`config.mk`:
```
export PLATFORM = sky130hd
export DESIGN_NAME = ohao_merge
export DESIGN_NICKNAME = d
export VERILOG_FILES = /design/src/rtl/core/odd_harmonic_additive_oscillator_unit_defines.svh /design/src/rtl/core/ohao_pkg.sv /design/src/rtl/core/ohao_merge.sv
export SDC_FILE = /design/constraint.sdc
export NUM_CORES = 1
export LEC_CHECK = 0
export ABC_AREA = 1
export BUFFER_PORTS_ARGS = -buffer_cell sky130_fd_sc_hd__buf_2
export CAP_MARGIN = 10
export CORE_MARGIN = 5
export CORE_UTILIZATION = 53
export DETAILED_ROUTE_END_ITERATION = 10
export PLACE_DENSITY = 0.86
export SETUP_SLACK_MARGIN = 0.4
export SYNTH_ARGS = -nofsm -noshare
export SYNTH_HDL_FRONTEND = slang
export SYNTH_SLANG_ARGS = --single-unit
```
`constraint.sdc`:
```
create_clock -name clk -period 7.3 [get_ports clk]
set_input_delay 0.73 -clock clk [delete_from_list [all_inputs] [get_ports clk]]
set_output_delay 0.73 -clock clk [all_outputs]
set_load 0.005 [all_outputs]
```
`src/rtl/core/odd_harmonic_additive_oscillator_unit_defines.svh`:
```
// Assertion macros shared by the oscillator RTL.
// Expects signals named clk and rst_n in the scope where a macro is used.
`ifndef ODD_HARMONIC_ADDITIVE_OSCILLATOR_UNIT_DEFINES_SVH
`define ODD_HARMONIC_ADDITIVE_OSCILLATOR_UNIT_DEFINES_SVH

// Same-cycle implication, checked out of reset.
`define OHAO_ASSERT_IMP(label, ante, cons, msg) \
  label: assert property (@(posedge clk) disable iff (!rst_n) (ante) |-> (cons)) \
    else $error(msg);

// Next-cycle implication, checked out of reset.
`define OHAO_ASSERT_NXT(label, ante, cons, msg) \
  label: assert property (@(posedge clk) disable iff (!rst_n) (ante) |=> (cons)) \
    else $error(msg);

`endif

```
`src/rtl/core/ohao_pkg.sv`:
```
// Shared constants, types and elaboration-time tables for the oscillator.
// No dependencies; imported by every module of the block.
`default_nettype none
package ohao_pkg;

  localparam int HARMONIC_COUNT   = 6;
  localparam int SINE_TABLE_DEPTH = 1024;
  localparam int SINE_IDX_W       = $clog2(SINE_TABLE_DEPTH);
  localparam int PACKED_SLOTS     = 6;
  localparam int HARM_W           = $clog2(2 * HARMONIC_COUNT);
  localparam int LANE_IDX_W       = (HARMONIC_COUNT > 1) ? $clog2(HARMONIC_COUNT) : 1;

  localparam int MAG_W       = 52;
  localparam int DIV_BITS    = 4;
  localparam int DIV_STEPS   = MAG_W / DIV_BITS;
  localparam int SUM_W       = MAG_W + LANE_IDX_W + 1;
  localparam int SCALED_W    = SUM_W + 3;
  localparam int QUO_W       = SCALED_W - 32;

  localparam int CFG_IDX_W   = 3;
  localparam int CFG_DATA_W  = 60;
  localparam logic [CFG_IDX_W-1:0] CFG_OCTAVE   = 3'd0;
  localparam logic [CFG_IDX_W-1:0] CFG_CAP      = 3'd1;
  localparam logic [CFG_IDX_W-1:0] CFG_HGAINS   = 3'd2;
  localparam logic [CFG_IDX_W-1:0] CFG_IGAINS   = 3'd3;
  localparam logic [CFG_IDX_W-1:0] CFG_BASE_INC = 3'd4;
  localparam logic [CFG_IDX_W-1:0] CFG_BLINK    = 3'd5;

  localparam int EXP_FRAC_W = 12;

  localparam logic [31:0] SINE_C9 = 32'd172272;
  localparam logic [31:0] SINE_COEF [4] = '{32'd5026993, 32'd85569306,
                                            32'd693598668, 32'd1686629713};

  typedef logic [31:0] root_tab_t [EXP_FRAC_W];

  typedef struct packed {
    logic [31:0]        phase;
    logic [HARM_W-1:0]  harm;
    logic signed [9:0]  gain;
    logic [8:0]         igain;
    logic signed [15:0] modv;
    logic               conn;
  } lane_req_t;

  function automatic logic [63:0] isqrt64(input logic [63:0] val);
    logic [63:0] v;
    logic [63:0] r;
    logic [63:0] b;
    v = val;
    r = '0;
    b = 64'h4000_0000_0000_0000;
    while (b > v) b = b >> 2;
    while (b != 0) begin
      if (v >= r + b) begin
        v = v - (r + b);
        r = (r >> 1) + b;
      end else begin
        r = r >> 1;
      end
      b = b >> 2;
    end
    return r;
  endfunction

  function automatic root_tab_t make_roots();
    root_tab_t   t;
    logic [63:0] r;
    r = isqrt64(64'h8000_0000_0000_0000);
    t[EXP_FRAC_W-1] = r[31:0];
    for (int i = EXP_FRAC_W - 1; i > 0; i--) begin
      r = isqrt64({r[32:0], 31'd0});
      t[i-1] = r[31:0];
    end
    return t;
  endfunction

  localparam root_tab_t ROOT_TAB = make_roots();

endpackage
`default_nettype wire

```
`src/rtl/core/ohao_merge.sv`:
```
// Merging stage: accumulates lane terms, scales by 5/2^32 and clamps.
// Uses ohao_pkg for widths; walks the lanes one per cycle.
`default_nettype none
module ohao_merge import ohao_pkg::*; (
  input  wire logic                    clk,
  input  wire logic                    rst_n,
  input  wire logic                    start,
  input  wire logic signed [MAG_W-1:0] terms [HARMONIC_COUNT],
  input  wire logic [15:0]             cap,
  output logic                         done,
  output logic signed [16:0]           audio
);

  localparam logic [1:0] M_IDLE  = 2'd0;
  localparam logic [1:0] M_SUM   = 2'd1;
  localparam logic [1:0] M_SCALE = 2'd2;
  localparam logic [1:0] M_CLAMP = 2'd3;

  logic [1:0]                state_r;
  logic [LANE_IDX_W-1:0]     idx_r;
  logic signed [SUM_W-1:0]   acc_r;
  logic signed [QUO_W-1:0]   quo_r;
  logic signed [16:0]        audio_r;
  logic                      done_r;
  logic signed [SCALED_W-1:0] scaled, biased;
  logic signed [QUO_W-1:0]   capp;

  always_comb begin
    scaled = ($signed(SCALED_W'(acc_r)) <<< 2) + SCALED_W'(acc_r);
    biased = scaled + (scaled[SCALED_W-1] ? SCALED_W'(33'h0_FFFF_FFFF) : '0);
    capp   = $signed(QUO_W'({1'b0, cap}));
  end

  always_ff @(posedge clk) begin
    if (!rst_n) begin
      state_r <= M_IDLE;
      done_r  <= 1'b0;
      idx_r   <= '0;
    end else begin
      done_r <= 1'b0;
      unique case (state_r)
        M_IDLE: begin
          if (start) begin
            acc_r   <= '0;
            idx_r   <= '0;
            state_r <= M_SUM;
          end
        end
        M_SUM: begin
          acc_r <= acc_r + SUM_W'(terms[idx_r]);
          idx_r <= idx_r + 1'b1;
          if (idx_r == LANE_IDX_W'(HARMONIC_COUNT - 1)) state_r <= M_SCALE;
        end
        M_SCALE: begin
          quo_r   <= biased[SCALED_W-1:32];
          state_r <= M_CLAMP;
        end
        M_CLAMP: begin
          if (quo_r > capp) audio_r <= 17'(capp);
          else if (quo_r < -capp) audio_r <= 17'(-capp);
          else audio_r <= 17'(quo_r);
          done_r  <= 1'b1;
          state_r <= M_IDLE;
        end
        default: state_r <= M_IDLE;
      endcase
    end
  end

  assign done  = done_r;
  assign audio = audio_r;

endmodule
`default_nettype wire

```
==> metrics.txt <==
status=finished clean; synthesis-stage register bit count=106; Die Wd=196 um; critical path peak fanout=55; H-tree depth=3; pin count of the biggest net entering global routing=110; sw frac=60.9%; Synth Area per Inst=5.87 um2; die area=38,400 um2; gr ovfl total=0; Least-Margin Pin Slew=1.03 ns; Arr. time, crit path=5.21 ns; All-Layer GR Usage=33.5%; Combinational Power Share=82.2%; postcts setup bufs=0; area occupied by multi-input gates=13,200 um2; Cell Area, Synth=18,300 um2; Synth Instances=3,122; Synth Flop Type=edfxtp_1; Clock Pin Slew Worst Setup and Hold Paths=0.09 ns; post-route ant nets=0; Netlist cell types=51; Place WS=2.27 ns; final setup vio count=0; CTS tree=done; clk root buf=clkbuf_16; dpl hpwl=56.9 mm; maxcap violations=0; reg-to-reg startpoint=idx_r[2]; fill cell total of the finished layout=3,523; Crit Path Category=reg2reg; Clk pwr share=5.5%; Nets=3,946; max-slew violations=0; clk buf depth=2; sequential area share after synthesis=17.0%; CP Data Required Time=7.44 ns; Final period util=69.4%; Initial DRT Pass Iterations=8; fin crit period=5.06 ns; critical path endpoint category=flip-flop; metal2 WL=31.1 mm; DR vias=21,966; Vias/cell=5.65; GP Congestion=1.08; initial antenna violation count=6; register area=3130 um2; Setup TNS=0 ns; Hold-fix buffers, CTS=0; port bufs=348; Worst VDD drop=181 uV; Routed WL=67.4 mm; PostCTS Resize Cnt=0; Slew HR=31.1%; vias in the first global route=20,283; sequential fraction of design power=12.3%; # DRC=0; Chip Height=196 um; clock skew=0.0196 ns; worst-skew pair later-pin latency=0.39 ns; fin area=20,800 um2; share of layout cells above drive strength 1=14.5%; Final Hold Fails=0; fmax=197 MHz; DR WL/cell=17.4 um; row cnt=68; Area Growth Syn to Fin=13.4%; DRT iter0 DRCs=2,056; core area=34,400 um2; unrepaired setup endpoints after global routing=false; IO Count=349; leak pwr=10.9 nW; total clock buffers created by CTS=9; global-route wire length before repair=104 mm; Hold Path Class=reg2reg; Initial Util=53.3%; PnR worst setup slack=2.24 ns; Top Layer Used=met4; Syn Nets=3,648; total internal power=3.86 mW; wire length on met1=26.6 mm; metal3 WL=5.58 mm; DP Area=20,500 um2; crit start category=flip-flop; post-synthesis async set-or-reset flop share=0%; power density cells=474 nW/um2; number of flops mapped to enable cells by yosys=100; hold_sp=idx_r[1]; sw power=6.00 mW; clk sinks=106; Yosys warnings=0; crit path from=idx_r[2]
==> kinds of logic (layout without fill, tap and decap cells) <==
kind of cell | count (synthesis) | after routing | synth area share [%]
flops | 106 | 106 | 17.0
xor+xnor | 56 | 56 | 2.72
fa+ha+maj | 195 | 195 | 13.4
buf+inv | 535 | 838 | 11.0
simple gates | 1497 | 1497 | 34.2
compound gates | 733 | 733 | 21.7
other cells | 0 | 5 | 0
==> area by class of cell <==
class / count / share of cell area [%]
antenna: 5 / 0.0602
inverter: 466 / 8.43
clock inverter: 7 / 0.385
clock buffer: 9 / 1.08
tap: 455 / 2.74
sequential: 106 / 15.0
timing repair buffer: 356 / 8.67
multi-input combinational: 2481 / 63.6
==> power groups by stage <==
stage | clock network, mW | registers, mW | logic [mW]
after floorplan | 0 | 1.13 | 6.00
after global placement | 0 | 1.21 | 7.80
after detailed placement | 0 | 1.22 | 7.89
after CTS | 0.531 | 1.20 | 7.93
after global routing | 0.557 | 1.23 | 9.13
final | 0.543 | 1.21 | 8.10
==> cell usage in the layout (no fill, tap or decap), types with 9 or more instances in the layout <==
cell type,count
nor3_1,31
nor2_2,31
o211ai_1,15
ha_1,193
nand3_1,97
o21ai_0,347
inv_1,440
nand2_2,33
nand4_1,22
xor2_1,41
nor4_1,9
xnor2_1,14
nand3_2,11
buf_2,348
o22ai_1,52
nand2_1,824
edfxtp_1,100
inv_2,23
a21oi_1,232
nor2_1,405
a21o_1,16
a31oi_1,19
clkbuf_16,9
o21bai_1,15
==> routing by layer <==
layer	up-vias	GRT usage, %
met4	0	17.2
met1	9728	41.6
met2	1137	57.3
li1	10890	-
met5	-	0
met3	211	3.71
==> stage by stage <==
stage                     utilization (%)  total power [mW]  cells  hold WS [ns]
final                                60.5              9.86   3885         0.491
after global routing                 60.5              10.9   3884         0.514
after CTS                            60.4              9.67   3880         0.490
after detailed placement             59.6              9.11   3864         0.474
after global placement               59.6              9.01   3864         0.461
after floorplan                         -              7.13   3122         0.490
==> critical path, stage by stage, from the launching register on <==
cell and delay (ns):
dfxtp_1 0.36, inv_2 0.03, buf_4 0.28, nor2_4 0.82, o21ai_0 0.18, o21ai_0 0.55
ha_1 0.39, inv_1 0.08, fa_1 0.40, o21ai_1 0.23, inv_1 0.10, o21ai_1 0.22
nand2_1 0.08, nand2_1 0.17, a21oi_1 0.13, o21ai_1 0.40, a21oi_1 0.16, o21ai_0 0.17
a21oi_1 0.05
==> registers in the layout, summed over array words and instances (netlist names) <==
register,cells
acc_r,56
audio,17
idx_r,3
done,1
state_r,2
quo_r,27
==> synth_stat cells, drive strengths merged (14+ instances only) <==
cell	count	area share [%]
a21oi	232	6.3
nor2	443	9.7
a31oi	19	0.65
nor3	36	1.1
o21ai	351	9.6
a21o	16	0.66
o21bai	15	0.61
xnor2	14	0.67
xor2	42	2.0
nand2	861	18
inv	464	9.5
nand3	109	3.3
o211ai	15	0.61
clkbuf	60	1.2
ha	193	13
nand4	22	0.75
edfxtp	100	16
o22ai	52	1.8
==> final timing paths <==
check / depth (start not counted) / slack, ns / to
worst min register to register: 2 / 0.49 / idx_r[1]
worst max-delay path: 18 / 2.24 / acc_r[30]
worst min-delay path: 2 / 0.49 / idx_r[1]
worst max register to register: 18 / 2.24 / acc_r[30]
Power figures use the tool's default switching activity.
